--- config.mk ---
export PLATFORM = sky130hd
export DESIGN_NAME = indexed_shift_list
export DESIGN_NICKNAME = d
export VERILOG_FILES = /design/src/design/isl_pkg.sv /design/src/design/isl_ram.sv /design/src/design/indexed_shift_list.sv
export SDC_FILE = /design/constraint.sdc
export NUM_CORES = 1
export LEC_CHECK = 0
export ABC_AREA = 1
export BUFFER_PORTS_ARGS = -buffer_cell sky130_fd_sc_hd__buf_2
export CAP_MARGIN = 20
export CORE_AREA = 2 2 352 249
export CTS_BUF_LIST = sky130_fd_sc_hd__clkbuf_4
export DETAILED_ROUTE_END_ITERATION = 10
export DIE_AREA = 0 0 354 251
export PLACE_DENSITY = 0.46
export SETUP_SLACK_MARGIN = 0.5
export SYNTH_ARGS = -nofsm -noshare
export SYNTH_HDL_FRONTEND = slang
export SYNTH_HIERARCHICAL = 1
export SYNTH_SLANG_ARGS = --single-unit
--- constraint.sdc ---
create_clock -name clk_i -period 6.4 [get_ports clk_i]
set_input_delay 1.28 -clock clk_i [delete_from_list [all_inputs] [get_ports clk_i]]
set_output_delay 1.28 -clock clk_i [all_outputs]
set_load 0.02 [all_outputs]
--- src/design/isl_pkg.sv ---
`timescale 1ns / 1ps
// ----------------------------------------------------------------------------
// isl_pkg: shared definitions for the indexed shift list
// request kinds, status codes and stream field widths
// ----------------------------------------------------------------------------
package isl_pkg;

  localparam int unsigned KIND_W      = 3;
  localparam int unsigned IDX_W       = 4;
  localparam int unsigned VAL_W       = 32;
  localparam int unsigned STATUS_W    = 2;
  localparam int unsigned COUNT_W     = 5;
  localparam int unsigned IN_TDATA_W  = 40;
  localparam int unsigned OUT_TDATA_W = 40;

  localparam logic [KIND_W-1:0] KIND_APPEND = 3'd0;
  localparam logic [KIND_W-1:0] KIND_READ   = 3'd1;
  localparam logic [KIND_W-1:0] KIND_WRITE  = 3'd2;
  localparam logic [KIND_W-1:0] KIND_REMOVE = 3'd3;
  localparam logic [KIND_W-1:0] KIND_INSERT = 3'd4;

  localparam logic [STATUS_W-1:0] STATUS_OK    = 2'd0;
  localparam logic [STATUS_W-1:0] STATUS_RANGE = 2'd1;
  localparam logic [STATUS_W-1:0] STATUS_FULL  = 2'd2;

endpackage

--- src/design/isl_ram.sv ---
`timescale 1ns / 1ps
// ----------------------------------------------------------------------------
// isl_ram: generic simple dual-port ram
// one write port, one read port with registered read data
// ----------------------------------------------------------------------------
module isl_ram #(
  parameter int unsigned WIDTH = 32,
  parameter int unsigned DEPTH = 16
) (
  input  logic                     clk_i,
  input  logic                     we_i,
  input  logic [$clog2(DEPTH)-1:0] waddr_i,
  input  logic [WIDTH-1:0]         wdata_i,
  input  logic [$clog2(DEPTH)-1:0] raddr_i,
  output logic [WIDTH-1:0]         rdata_o
);

  logic [WIDTH-1:0] mem [DEPTH];
  logic [WIDTH-1:0] rdata_q;

  always_ff @(posedge clk_i) begin
    if (we_i) begin
      mem[waddr_i] <= wdata_i;
    end
    rdata_q <= mem[raddr_i];
  end

  assign rdata_o = rdata_q;

endmodule

--- src/design/indexed_shift_list.sv ---
`timescale 1ns / 1ps
// ----------------------------------------------------------------------------
// indexed_shift_list: bounded ordered list of words with a live count
// append, read, write, remove and insert by index over a single ram
// ----------------------------------------------------------------------------
// usage
//   requests enter on the s_axis group: tuser carries the kind, tdata the
//   index and the word. one response per request leaves on the m_axis group
//   with the word read or removed, a status and the live count afterwards.
//   the list lives in one ram with one read and one write port; a small
//   sequencer moves one word at a time, read then written, when remove or
//   insert close or open a gap, so s_axis_tready is low while a request is
//   in progress.
// states per request: append, write, refused or unused kinds and insert at
//   the end pass done; read passes fetch, hold and done; remove passes fetch
//   and hold, then rd and wr for each word that moves down, then done;
//   insert at i < n passes rd and wr for each word that moves up, then ins and done
// the response turns valid in the same cycle that the next request can be taken
// the response sits in an output register, so the next request is taken
// while the previous response waits; if the receiver stalls and a second
// response is ready, the sequencer holds it until the register frees up.
// reset clears the live count and the control state; ram contents are not
// cleared, entries above the live count are never visible.
// ----------------------------------------------------------------------------
module indexed_shift_list #(
  parameter int unsigned DEPTH      = 16,
  parameter int unsigned DATA_WIDTH = 32
) (
  input  logic                               clk_i,
  input  logic                               rst_ni,
  input  logic                               s_axis_tvalid,
  output logic                               s_axis_tready,
  // index [3:0], value [35:4], zero [39:36]
  input  logic [isl_pkg::IN_TDATA_W-1:0]     s_axis_tdata,
  // kind [2:0]
  input  logic [isl_pkg::KIND_W-1:0]         s_axis_tuser,
  output logic                               m_axis_tvalid,
  input  logic                               m_axis_tready,
  // read_value [31:0], status [33:32], count [38:34], zero [39]
  output logic [isl_pkg::OUT_TDATA_W-1:0]    m_axis_tdata
);

  import isl_pkg::*;

  localparam int unsigned AW   = $clog2(DEPTH);
  localparam int unsigned CW   = $clog2(DEPTH + 1);
  localparam int unsigned CMPW = (CW > IDX_W) ? CW : IDX_W;

  typedef enum logic [6:0] {
    ST_IDLE  = 7'b0000001,
    ST_FETCH = 7'b0000010,
    ST_HOLD  = 7'b0000100,
    ST_RD    = 7'b0001000,
    ST_WR    = 7'b0010000,
    ST_INS   = 7'b0100000,
    ST_DONE  = 7'b1000000
  } state_e;

  state_e                state_q, state_d;
  logic [KIND_W-1:0]     kind_q, kind_d;
  logic [CW-1:0]         idx_q, idx_d;
  logic [CW-1:0]         ptr_q, ptr_d;
  logic [CW-1:0]         count_q, count_d;
  logic [DATA_WIDTH-1:0] word_q, word_d;
  logic [DATA_WIDTH-1:0] rv_q, rv_d;
  logic [STATUS_W-1:0]   status_q, status_d;
  logic                  out_valid_q, out_valid_d;
  logic [OUT_TDATA_W-1:0] out_data_q, out_data_d;

  logic                  ram_we;
  logic [AW-1:0]         ram_waddr;
  logic [DATA_WIDTH-1:0] ram_wdata;
  logic [AW-1:0]         ram_raddr;
  logic [DATA_WIDTH-1:0] ram_rdata;

  logic [IDX_W-1:0]      in_index;
  logic [63:0]           in_value64;
  logic [DATA_WIDTH-1:0] in_word;
  logic [CMPW-1:0]       idx_c;
  logic [CMPW-1:0]       count_c;
  logic                  list_full;
  logic                  accept;
  logic [CW:0]           ptr_p1, ptr_p2, count_x;
  logic [CW-1:0]         ptr_m1;
  logic [63:0]           rv64;
  logic [31:0]           count32;

  assign in_index   = s_axis_tdata[IDX_W-1:0];
  assign in_value64 = {32'b0, s_axis_tdata[IDX_W+VAL_W-1:IDX_W]};
  assign in_word    = in_value64[DATA_WIDTH-1:0];
  assign idx_c      = CMPW'(in_index);
  assign count_c    = CMPW'(count_q);
  assign list_full  = (count_c == CMPW'(DEPTH));

  assign s_axis_tready = (state_q == ST_IDLE);
  assign accept        = s_axis_tvalid && s_axis_tready;

  assign ptr_p1  = {1'b0, ptr_q} + (CW+1)'(1);
  assign ptr_p2  = {1'b0, ptr_q} + (CW+1)'(2);
  assign ptr_m1  = ptr_q - CW'(1);
  assign count_x = {1'b0, count_q};

  assign rv64    = 64'(rv_q);
  assign count32 = 32'(count_q);

  // read address: fetch the addressed word, or the neighbour that moves
  always_comb begin
    if (state_q == ST_RD) begin
      if (kind_q == KIND_REMOVE) begin
        ram_raddr = ptr_p1[AW-1:0];
      end else begin
        ram_raddr = ptr_m1[AW-1:0];
      end
    end else begin
      ram_raddr = ptr_q[AW-1:0];
    end
  end

  always_comb begin
    state_d     = state_q;
    kind_d      = kind_q;
    idx_d       = idx_q;
    ptr_d       = ptr_q;
    count_d     = count_q;
    word_d      = word_q;
    rv_d        = rv_q;
    status_d    = status_q;
    out_valid_d = out_valid_q;
    out_data_d  = out_data_q;
    ram_we      = 1'b0;
    ram_waddr   = ptr_q[AW-1:0];
    ram_wdata   = ram_rdata;

    if (m_axis_tvalid && m_axis_tready) begin
      out_valid_d = 1'b0;
    end

    case (state_q)
      ST_IDLE: begin
        if (accept) begin
          kind_d   = s_axis_tuser;
          idx_d    = idx_c[CW-1:0];
          ptr_d    = idx_c[CW-1:0];
          word_d   = in_word;
          rv_d     = '0;
          status_d = STATUS_OK;
          state_d  = ST_DONE;
          case (s_axis_tuser)
            KIND_APPEND: begin
              if (list_full) begin
                status_d = STATUS_FULL;
              end else begin
                ram_we    = 1'b1;
                ram_waddr = count_q[AW-1:0];
                ram_wdata = in_word;
                count_d   = count_q + CW'(1);
              end
            end
            KIND_READ, KIND_REMOVE: begin
              if (idx_c >= count_c) begin
                status_d = STATUS_RANGE;
              end else begin
                state_d = ST_FETCH;
              end
            end
            KIND_WRITE: begin
              if (idx_c >= count_c) begin
                status_d = STATUS_RANGE;
              end else begin
                ram_we    = 1'b1;
                ram_waddr = idx_c[AW-1:0];
                ram_wdata = in_word;
              end
            end
            KIND_INSERT: begin
              if (idx_c > count_c) begin
                status_d = STATUS_RANGE;
              end else if (list_full) begin
                status_d = STATUS_FULL;
              end else if (idx_c == count_c) begin
                ram_we    = 1'b1;
                ram_waddr = count_q[AW-1:0];
                ram_wdata = in_word;
                count_d   = count_q + CW'(1);
              end else begin
                // open the gap from the top end downwards
                ptr_d   = count_q;
                state_d = ST_RD;
              end
            end
            default: begin
            end
          endcase
        end
      end
      ST_FETCH: begin
        state_d = ST_HOLD;
      end
      ST_HOLD: begin
        rv_d = ram_rdata;
        if (kind_q == KIND_REMOVE) begin
          if (ptr_p1 < count_x) begin
            state_d = ST_RD;
          end else begin
            count_d = count_q - CW'(1);
            state_d = ST_DONE;
          end
        end else begin
          state_d = ST_DONE;
        end
      end
      ST_RD: begin
        state_d = ST_WR;
      end
      ST_WR: begin
        ram_we    = 1'b1;
        ram_waddr = ptr_q[AW-1:0];
        ram_wdata = ram_rdata;
        if (kind_q == KIND_REMOVE) begin
          ptr_d = ptr_p1[CW-1:0];
          if (ptr_p2 < count_x) begin
            state_d = ST_RD;
          end else begin
            count_d = count_q - CW'(1);
            state_d = ST_DONE;
          end
        end else begin
          ptr_d = ptr_m1;
          if (ptr_m1 > idx_q) begin
            state_d = ST_RD;
          end else begin
            state_d = ST_INS;
          end
        end
      end
      ST_INS: begin
        ram_we    = 1'b1;
        ram_waddr = idx_q[AW-1:0];
        ram_wdata = word_q;
        count_d   = count_q + CW'(1);
        state_d   = ST_DONE;
      end
      ST_DONE: begin
        // wait for the output register to free up
        if (!out_valid_q || m_axis_tready) begin
          out_valid_d = 1'b1;
          out_data_d  = {1'b0, count32[COUNT_W-1:0], status_q, rv64[VAL_W-1:0]};
          state_d     = ST_IDLE;
        end
      end
      default: begin
        state_d = ST_IDLE;
      end
    endcase
  end

  always_ff @(posedge clk_i or negedge rst_ni) begin
    if (!rst_ni) begin
      state_q     <= ST_IDLE;
      count_q     <= '0;
      out_valid_q <= 1'b0;
    end else begin
      state_q     <= state_d;
      count_q     <= count_d;
      out_valid_q <= out_valid_d;
    end
  end

  always_ff @(posedge clk_i) begin
    kind_q     <= kind_d;
    idx_q      <= idx_d;
    ptr_q      <= ptr_d;
    word_q     <= word_d;
    rv_q       <= rv_d;
    status_q   <= status_d;
    out_data_q <= out_data_d;
  end

  assign m_axis_tvalid = out_valid_q;
  assign m_axis_tdata  = out_data_q;

  isl_ram #(
    .WIDTH (DATA_WIDTH),
    .DEPTH (DEPTH)
  ) u_ram (
    .clk_i   (clk_i),
    .we_i    (ram_we),
    .waddr_i (ram_waddr),
    .wdata_i (ram_wdata),
    .raddr_i (ram_raddr),
    .rdata_o (ram_rdata)
  );

endmodule

# ---- Word-level counts from Yosys, hierarchy flattened
# Memory sizes are Yosys's and may differ from the RTL's. A register that Yosys moved wholly into a read port is not among the register bits.
# Index checks and enable logic that the tools add are counted.
dict set report op_classes {
  addsub 5
  magnitude_cmp 5
  n_eq_ne 25
  mux 68
  reduce_logical 17
}
# op n
set op_table {}
lappend op_table {{two-way mux 32 bit} 7}
lappend op_table {{one-hot mux 32 bit (2 select lines)} 2}
lappend op_table {{one-hot mux 32 bit (3 select lines)} 1}
lappend op_table {{two-way mux 5 bit} 15}
lappend op_table {{two-way mux 7 bit} 10}
lappend op_table {{one-hot mux 7 bit (7 select lines)} 1}
lappend op_table {{two-way mux 4 bit} 8}
lappend op_table {{one-hot mux 5 bit (2 select lines)} 2}
lappend op_table {{one-hot mux 5 bit (4 select lines)} 1}
lappend op_table {{one-hot mux 7 bit (2 select lines)} 1}
lappend op_table {{less-than comparator 6 x 5 -> 1 bit} 2}
lappend op_table {{two-way mux 1 bit} 12}
lappend op_table {{!= test 3 bit (second input constant)} 4}
lappend op_table {{one-hot mux 4 bit (3 select lines)} 1}
lappend op_table {{AND reduction 11 bit} 1}
lappend op_table {{!= test 2 bit (second input constant)} 5}
lappend op_table {{AND reduction 2 bit} 5}
lappend op_table {{subtractor 5 x 1 -> 5 bit (second input constant)} 2}
lappend op_table {{== test 3 x 2 -> 1 bit (second input constant)} 3}
lappend op_table {{one-hot mux 4 bit (2 select lines)} 1}
lappend op_table {{== test 7 x 1 -> 1 bit (second input constant)} 1}
lappend op_table {{== test 7 x 2 -> 1 bit (second input constant)} 1}
lappend op_table {{== test 7 x 3 -> 1 bit (second input constant)} 1}
lappend op_table {{== test 7 x 4 -> 1 bit (second input constant)} 1}
lappend op_table {{28 further kinds} 32}
dict set report word_totals {
  regBits 130
  ram_bits 512
  output_inout_bits 42
  elab_cells 131
  memories 1
}
# name words width rd rd_clocked_by_memory_dff write_ports line
set mem_list {}
lappend mem_list {u_ram.mem 16 32 1 1 1 isl_ram.sv:18} ;# logic [WIDTH-1:0] mem [DEPTH];

# ---- Longest topological paths before layout
# Gate-level depths: netlist of the first run.
dict set report depth {
  ltp_word 9
  ltp_mapped 15
}

# ---- Hierarchy
# Netlist of the first run, hierarchy kept.
# mod n_inst cells_per_inst area_each_um2
set by_module_without_submodules {}
lappend by_module_without_submodules {isl_ram 1 2120 22730.6}
lappend by_module_without_submodules {indexed_shift_list 1 695 6954.2}

# ---- Least setup slack after synthesis of the first run
# OpenSTA, ideal clock, no wires.
dict set report synth_path {
  path_kind {input -> register}
  startpoint {in s_axis_tdata[3] (netlist name)}
  endpoint {mem u_ram.mem[10][0] (enable)}
  arrival_ns 4.179
  path_slack_ns 1.800
  stages 12
  path_cell_list {ha_1 > inv_1 > nor2_4 > nand3_1 > nand2_1 > nand4_4 > nand2_1 > nand2_1 > nand2_1 > nand2_1 > nand3b_1 > nor2_1}
}
dict set report synth_between {
  word_cells_on_any_way 19
  cone_classes {order compare (2); eq/ne (1); mux (16)}
}
# item line
set synth_lines {}
lappend synth_lines {{start: declaration} indexed_shift_list.sv:34} ;# input logic [isl_pkg::IN_TDATA_W-1:0] s_axis_tdata,
lappend synth_lines {{== test 4 x 5 -> 1 bit} indexed_shift_list.sv:180} ;# end else if (idx_c == count_c) begin
lappend synth_lines {{two-way mux 4 bit} indexed_shift_list.sv:180}
lappend synth_lines {{two-way mux 4 bit} indexed_shift_list.sv:178} ;# end else if (list_full) begin
lappend synth_lines {{two-way mux 4 bit} indexed_shift_list.sv:176} ;# if (idx_c > count_c) begin
lappend synth_lines {{one-hot mux 4 bit (3 select lines) (*)} indexed_shift_list.sv:148} ;# case (s_axis_tuser)
lappend synth_lines {{two-way mux 4 bit (*)} indexed_shift_list.sv:140} ;# if (accept) begin
lappend synth_lines {{one-hot mux 4 bit (2 select lines) (*)} indexed_shift_list.sv:138} ;# case (state_q)
lappend synth_lines {{net ram_waddr[2]} indexed_shift_list.sv:71} ;# logic [AW-1:0] ram_waddr;
lappend synth_lines {{end: declaration} isl_ram.sv:18}
# Mark *: on every way through the listed nets, which the timed path passes. The rest lies on a longest branch.

# ---- Final worst setup path of the first run
dict set report layout_path {
  startpoint {reg state_q[5]}
  endpoint {mem u_ram.mem[11][16] (enable)}
}
dict set report layout_between {
  elab_chain_cells 6
  word_cells_on_any_way 11
  cone_classes {eq/ne (3); mux (6); reduce/logical (2)}
}
# item line
set layout_lines {}
lappend layout_lines {{start: declaration} indexed_shift_list.sv:59} ;# state_e state_q, state_d;
lappend layout_lines {{start signal: assignment} indexed_shift_list.sv:263} ;# state_q <= state_d;
lappend layout_lines {{== test 7 x 1 -> 1 bit} {indexed_shift_list.sv:95, indexed_shift_list.sv:138}}
lappend layout_lines {{logical AND 1 bit} indexed_shift_list.sv:96} ;# assign accept = s_axis_tvalid && s_axis_tready;
lappend layout_lines {{two-way mux 1 bit} indexed_shift_list.sv:140}
lappend layout_lines {{one-hot mux 1 bit (2 select lines) (*)} indexed_shift_list.sv:138}
lappend layout_lines {{net ram_we} indexed_shift_list.sv:70} ;# logic ram_we;
lappend layout_lines {{two-way mux 1 bit (*)} isl_ram.sv:22} ;# if (we_i) begin
lappend layout_lines {{two-way mux 1 bit (implied by the code) (*)} isl_ram.sv:23} ;# mem[waddr_i] <= wdata_i;
# Marks and branches as above.

==> results of run 1 <==
how the worst max path moves through the flow:
| stage | start | cells after the start | to |
|---|---|---|---|
| 3_5_place_dp | s_axis_tdata[3] | 14 | u_ram/mem[11][14]$_DFFE_PP_ |
| 3_3_place_gp | s_axis_tdata[3] | 14 | u_ram/mem[10][15]$_DFFE_PP_ |
| 4_1_cts | state_q[5]$_DFFE_PN0P_ | 11 | u_ram/mem[11][16]$_DFFE_PP_ |
| 5_1_grt | state_q[5]$_DFFE_PN0P_ | 11 | u_ram/mem[10][11]$_DFFE_PP_ |
| 6_report | state_q[5]$_DFFE_PN0P_ | 11 | u_ram/mem[11][16]$_DFFE_PP_ |
| 2_1_floorplan | s_axis_tdata[3] | 12 | u_ram/mem[10][0]$_DFFE_PP_ |
area by class of cell:
| type | instances | share of cell area [%] |
|---|---|---|
| Multi-Input combinational cell | 1528 | 22.0 |
| Sequential cell | 674 | 59.5 |
| Tap cell | 1150 | 4.31 |
| Clock inverter | 36 | 0.585 |
| Inverter | 477 | 5.39 |
| Timing Repair Buffer | 125 | 2.38 |
| Antenna cell | 4 | 0.0300 |
| Clock buffer | 259 | 5.83 |
cell usage after synthesis, drive strengths merged (2+ instances only):
library cell / n / area share (%)
a21boi: 3 / 0.076
a21o: 2 / 0.051
a21oi: 10 / 0.21
a22oi: 2 / 0.051
buf: 110 / 2.7
clkbuf: 26 / 0.33
dfrtp: 12 / 1.0
dfxtp: 32 / 2.2
edfxtp: 629 / 64
ha: 24 / 1.0
inv: 477 / 6.0
mux2i: 2 / 0.067
nand2: 806 / 10
nand3: 446 / 7.8
nand3b: 35 / 0.89
nand4: 44 / 0.98
nor2: 81 / 1.2
nor3: 2 / 0.034
nor4: 3 / 0.084
o21ai: 51 / 0.86
o31ai: 2 / 0.051
xor2: 10 / 0.30
state kept, by name, summed over array words and instances, names as in the netlist:
signal	flops
m_axis_tvalid	1
count_c	5
ptr_q	5
u_ram/mem	512
state_q	7
rv_q	32
word_q	32
idx_q	4
m_axis_tdata	39
status_q	2
u_ram/rdata_o	32
kind_q	3
metal layers:
metal,wire length (um),share of wire [%]
met3,4420,5.5
met4,1440,1.8
met5,0,0
met1,38800,48
met2,36200,45
worst max-delay path: stages (launching register included):
cell and delay (ns):
sky130_fd_sc_hd__dfrtp_1 0.41, sky130_fd_sc_hd__nor2_2 0.12, sky130_fd_sc_hd__nand2_2 0.13, sky130_fd_sc_hd__nor2_8 0.48
sky130_fd_sc_hd__nand2_4 0.15, sky130_fd_sc_hd__nor2_4 0.42, sky130_fd_sc_hd__buf_4 0.39, sky130_fd_sc_hd__nand2_1 0.10
sky130_fd_sc_hd__nand3_1 0.16, sky130_fd_sc_hd__nand3b_1 0.35, sky130_fd_sc_hd__nor2_4 0.79, sky130_fd_sc_hd__buf_4 0.41
where the power goes:
group	switching, mW	internal, mW
sequential	0.202	6.08
combinational	2.84	0.784
clock	1.75	1.91
metrics by stage:
step / std cells / setup slack (ns) / hold slack (ns) / area (um^2)
3_3_place_gp: 3953 / 1.43 / 0.402 / 31200
2_1_floorplan: 2815 / 1.80 / 0.400 / 29700
4_1_cts: 4249 / 2.04 / 0.0789 / 33400
6_report: 4253 / 2.10 / 0.218 / 33400
3_5_place_dp: 3954 / 1.36 / 0.405 / 31200
5_1_grt: 4253 / 1.84 / 0.111 / 33400
kinds of logic (layout without fill, tap and decap cells):
logic type / Yosys count / after routing
and+or+nand+nor: 1417 / 1417
DFF: 674 / 674
buffers and inverters: 613 / 897
AOI/OAI and AO/OA: 73 / 73
adders and majority gates: 25 / 25
xor gates and xnor gates: 10 / 10
muxes: 2 / 2
other: 1 / 5
==> summary by stage, run 1 <==
Routing
The via count of the routed design is 20.0k. For this run, design rule violations remaining after detail routing come to 0. In the final routed layout, each cell accounts on average for 19.0 um. The sum of routed wire length over all layers is 80800 um. The number of DRC markers after the initial detailed-route iteration is 1533. Using the TritonRoute via totals, the vias-per-cell ratio works out to 4.71.

The number of optimization iterations in the first detailed-route pass is 6. The detail route stage leaves a number of antenna-violating nets equal to 0.

Outcome
The run finished with clean final reports.

Clock network
Clock tree synthesis inserted a total of 166 buffers. The clock tree from TritonCTS is yes. The number of buffers inserted for hold repair after clock tree synthesis is 0. Once the clock tree was built, the resizer swapped 0 gates to a different size. Buffers added to address setup during post-CTS repair amount to 0. Counting along the longest clock path gives a buffer depth of 3. CTS built an H-tree with a depth of 4.

The later pin in the worst-skew pair is clocked with a latency of 0.96 ns. After clock tree synthesis, the clock-pin slew on the worst setup and hold paths is 0.07 ns. The clock sink count is 674. The root buffer cell chosen for the clock tree is sky130_fd_sc_hd__clkbuf_4.

Layout
The final layout contains 3044 nets. The leading cell type in the layout, fill and taps excluded is sky130_fd_sc_hd__nand2_1. The area added between synthesis and finish is 12.4%. Once layout is complete, the utilization of the core stands at 39.0%. The multi-input combinational cells in the finished layout cover a total of 0.00733 mm^2. After filler insertion, the fill cell instance count of the layout stands at 8483. The share of layout cells above drive strength 1 is 14.7%. The top cell types in the final layout, fill and taps aside, are sky130_fd_sc_hd__nand2_1, sky130_fd_sc_hd__edfxtp_1, sky130_fd_sc_hd__inv_1. Registers take 0.0199 mm^2.

GRT
The total global-route track usage is 18.3%. The initial antenna violation count was 3. The overall overflow remaining after global route is 0. The via count of the first global-routing pass came to between 15k and 20k. The wire length of the first global-routing pass is 122000 um. met2 is the most crowded layer.

The fraction of met2 tracks used by global routing is roughly 28%. The maximum number of pins on one net before global-route repair is roughly 190. The global-route met1 utilization is 25.9%. The met3 demand-to-capacity share in global routing is under 10%.

Worst setup path
The worst setup path is launched from a flip-flop. Setup slack on the worst reg-to-reg path comes out at 2.10 ns. The worst register-to-register path begins at state_q[5]$_DFFE_PN0P_. The highest net fanout along the worst path is 37. The required time reported for the critical path endpoint is 7.01 ns. The critical path is of the reg2reg type. The length in cells of the worst reg-to-reg path is 11.

The signal arrival time at the worst endpoint is 4.91 ns. In this run the critical register-to-register path is captured at u_ram/mem[11][16]$_DFFE_PP_. STA classifies the critical path endpoint as a flip-flop.

Floorplan
The effective utilization at floorplan is 34.7%. The die outline height is between 200 and 300 um. The top-level port count is 89. The die covers 0.0889 mm^2. The total number of placement rows is 90. The floorplan die width is 354 um. The core box area is approximately 0.086 mm^2.

Logic synthesis
The main combinational cell family by area after synthesis is simple AND/OR/NAND/NOR gates. The synthesized netlist devotes 1.40% of its cell area to compound gates. After Yosys synthesis, and, or, nand and nor cells account for between 20% and 30% of the synthesized area. Yosys mapped the design onto between 40 and 50 distinct sky130hd cell types. The number of synthesized flops with an enable pin is 629.

The post-synthesis instance total is between 2k and 3k. After Yosys synthesis, full adders, half adders and majority gates account for 1.08% of the synthesized area. In this run, synthesis produced a sequential element count of 674. After synthesis the cells add up to just under 0.03 mm^2. After Yosys synthesis, XOR and XNOR cells account for less than 1% of the synthesized area. In the synthesized netlist the dominant register cell turns out to be sky130_fd_sc_hd__edfxtp_1.

The number of warnings issued by yosys is 6. Of the post-synthesis cell area, the part taken by muxes is 0.0674%. Summing the sequential cell areas from Yosys gives 66.9% of the chip area.

When the netlist entered floorplanning its net count stood at approximately 2.9k. In the synthesized netlist the async set-or-reset flop fraction comes to around 1.9%. The synthesized area per cell is 10.5 um^2.

STA
The worst pin sits at a relative slew slack of 31.0%. The pin slew with the least headroom to its limit is 1.03 ns. The final-report max-slew violation count is 0.

Setup repair after global routing left no endpoint under its margin. For the final routed database, the setup TNS stands at 0 ns. Setup violations remaining at the end of the flow were counted as 0.

The worst clock skew is 0.0461 ns. The final critical delay including setup and external delays is 4.30 ns. The number of hold violations in the final report was 0.

The maximum clock rate is 233 MHz. The post-route clock period utilization is 67.1%.

Place
After legalization and detailed placement, the total HPWL measured approximately 47000 um. Port buffering added 83 buffers. At the end of routability-driven placement, the weighted congestion stood at approximately 0.81.

Min path
The path category of the worst min-delay check is in2async.

Power and ir drop
After layout, the design draws a total of 13.6 mW. The total power divided by cell area is ~410 mW/mm^2. The cell leakage power is 14.1 nW. Across the VDD grid, the largest voltage drop is 0.000166 V.

Run
Max-cap violations in this run came to 0.
Power figures use the tool's default switching activity.
==> inputs of run 2 (changes only) <==
Clock period 6.4 ns to 4.18 ns, I/O delays scaled along.
==> run 2 against run 1 <==
Effect of this change:
- combinational power rose by 64%
- critical endpoint is now s_axis_tready
- global-route usage rose by 0.33 points
- largest power group unchanged
- clock skew fell by 0.0039 ns
- cell area rose by 3.2%
==> summary by stage, run 2 (same netlist as run 1, synthesis figures left out) <==
Power and ir drop
The total design power came to 21.1 mW (+56%). The worst vdd rail ir drop is 0.000394 V (+140%). The total power divided by cell area is 613 mW/mm^2 (+51%).

The cell leakage power came to 14.6 nW (+3.5%).

Routing
The via count of the routed design was 20.3k (+1.4%). The wire length per cell after detailed routing is 18.8 um (-0.89%). The number of DRC markers after the initial detailed-route iteration was 1644 (+7.2%). The number of optimization iterations in the first detailed-route pass is 5 (-1).

The number of vias per cell is 4.68 (-0.66%). The post-detailed-route count of antenna-violating nets came to 0 (unchanged). The sum of routed wire length over all layers was 81800 um (+1.2%). The number of remaining DRC errors came to 0 (unchanged).

STA
The final setup violation count is 0 (unchanged). The number of hold violations in the final report came to 0 (unchanged). Setup repair after global routing left no endpoint under its margin. The maximum clock rate is 289 MHz. The final-layout setup total negative slack was 0 ns (unchanged). The final-report max-slew violation count was 0 (unchanged). The worst relative slew slack is 47.2% (+16 points).

The final critical delay including setup and external delays is roughly 3.5 ns. The worst clock skew is 0.0422 ns (-0.00390 ns). In the finished design, the share of the clock period the worst path needs comes to 82.9%. The pin slew with the least headroom to its limit is 0.792 ns (-0.243 ns).

Worst setup path
The required time reported for the critical path endpoint is 3.34 ns (-3.67 ns). The cell with the largest stage delay on the worst path is sky130_fd_sc_hd__buf_6. The worst setup path is of the reg2out kind. The highest net fanout along the worst path came to 68 (+84%). The critical path goes through nor2_2 > nand2_2 > nor2_8 > buf_6 > buf_2. The signal arrival time at the worst endpoint is 2.63 ns (-2.28 ns). The startpoint class of the critical path is a flip-flop. The worst setup path is captured at a primary output. The maximum single-stage delay on the critical path is 0.48 ns (-0.31 ns).

Clock network
The clock tree from TritonCTS is yes. The CTS buffer count is 167 (+0.60%). The clock-pin transition on the worst setup and hold timing paths is 0.07 ns (about the same). The maximum level of the CTS H-tree was 4 (unchanged). The clock latency reported for the late side of the worst-skew pair came to 1.01 ns (+0.05 ns). In this run the clock root is driven by a sky130_fd_sc_hd__clkbuf_4.

The maximum count of clock buffers along a single path was 3 (unchanged). The clock sink count is 674 (unchanged).

GRT
The overall overflow remaining after global route is 0 (unchanged). The maximum number of pins on one net before global-route repair is 132 (-29%). The initial antenna violation count was 2 (-1). The wire length of the first global-routing pass is 123000 um (+1.4%). The via count of the first global-routing pass was 20.3k (+3.4%). The total global-route track usage was 18.6% (+0.33 points).

Floorplan
The core box area is 0.0856 mm^2 (unchanged). The effective utilization at floorplan is 34.7% (unchanged). The die outline height is 251 um (unchanged). The die outline area came to 0.0889 mm^2 (unchanged). The total number of placement rows is 90 (unchanged). The floorplan die width is 354 um (unchanged).

The top-level port count is 89 (unchanged).

Min path
The path category of the worst min-delay check is in2reg.

Layout
The area growth from synthesis to layout is 16.0%. The share of layout cells above drive strength 1 is 16.1% (+1.4 points). The register ranked first by flip-flop count is u_ram/mem. The final-layout fill cell count was 8416 (-0.79%).

The library cells used most frequently in the layout, excluding fill and tap cells, are sky130_fd_sc_hd__nand2_1, sky130_fd_sc_hd__edfxtp_1, sky130_fd_sc_hd__inv_1. The post-layout net count is 3134 (+3.0%). The number of flip-flops under the largest register name is 512 (unchanged). The library cell used most frequently in the layout, excluding fill and tap cells, is sky130_fd_sc_hd__nand2_1.

Place
The half-perimeter wire length after detailed placement is 48400 um (+1.9%). The number of port buffers was 83 (unchanged). The global placer's final weighted congestion is 0.884 (+9.5%).

Outcome
The run finished with clean final reports.

Run
The count of maximum capacitance violations is 0 (unchanged).
-- run 2: changes by cell type in the layout (fill, tap and decap cells not counted), sizes merged --
cell	delta
buf	+47
diode	-2
inv	-3
clkbuf	+13
bufinv	-1
clkinvlp	+1
clkinv	-7
dlygate4sd3	+41
-- run 2: layout make-up --
cell class,count,area [um^2],share of cell area [%]
Timing Repair Buffer,214,1830,5.31
Antenna cell,2,5.00,0.0145
Clock inverter,26,131,0.382
Inverter,477,1800,5.22
Multi-Input combinational cell,1528,7340,21.3
Sequential cell,674,19900,57.7
Clock buffer,271,2030,5.91
Tap cell,1150,1440,4.18
-- run 2: what timing repair did --
item / CTS / global route
resized for setup: 1 / 10
buffers inserted: 0 / 2
setup endpoints to repair: 1 / 449
cloned: 0 / 1
hold buffers: 41 / 0
pin swaps: 0 / 1
endpoints found under the hold margin: 53 / 0
-- run 2: through the flow --
step | area [um^2] | hold slack [ns] | std cells | util [%] | setup WS [ns]
2_1_floorplan | 29700 | 0.400 | 2815 | - | 0.0238
3_3_place_gp | 31800 | 0.401 | 3999 | 37.1 | 0.302
3_5_place_dp | 31800 | 0.405 | 3999 | 37.1 | 0.239
4_1_cts | 34300 | 0.0378 | 4337 | 40.1 | 0.544
5_1_grt | 34400 | 0.115 | 4342 | 40.2 | 0.500
6_report | 34400 | 0.188 | 4342 | 40.2 | 0.716
-- run 2: critical path: cells and delay by family (launching register included) --
family | cells | cell delay (ns)
buffers and inverters | 2 | 0.76
DFF | 1 | 0.39
and+or+nand+nor | 3 | 0.46
-- run 2: where the power goes --
part	internal, mW	switching, mW
logic	1.50	4.48
clock network	2.97	2.67
registers	9.24	0.262
-- run 2: path summary, 6_finish.rpt --
check                                  startpoint                          to  slack (ns)  depth (start not counted)
max reg2reg                count_c[2]$_DFFE_PN0P_  u_ram/mem[1][28]$_DFFE_PP_        0.74                         16
min reg2reg                 rv_q[7]$_SDFFCE_PN0P_   m_axis_tdata[7]$_DFFE_PP_        0.42                          0
max                        state_q[6]$_DFFE_PN0P_               s_axis_tready        0.72                          5
min in group asynchronous                  rst_ni      state_q[5]$_DFFE_PN0P_        0.28                          2
min                                 s_axis_tvalid      state_q[1]$_DFFE_PN0P_        0.19                          3
max in group asynchronous                  rst_ni      state_q[0]$_DFFE_PN1P_        3.60                          2
-- run 2: routing by layer --
layer / vias to the layer above / global-route usage, % / share of wire, %
met4: 0 / 7.05 / 2.0
li1: 9845 / - / -
met1: 9823 / 25.7 / 47
met2: 520 / 28.8 / 45
met5: - / 0 / 0
met3: 119 / 3.88 / 5.5
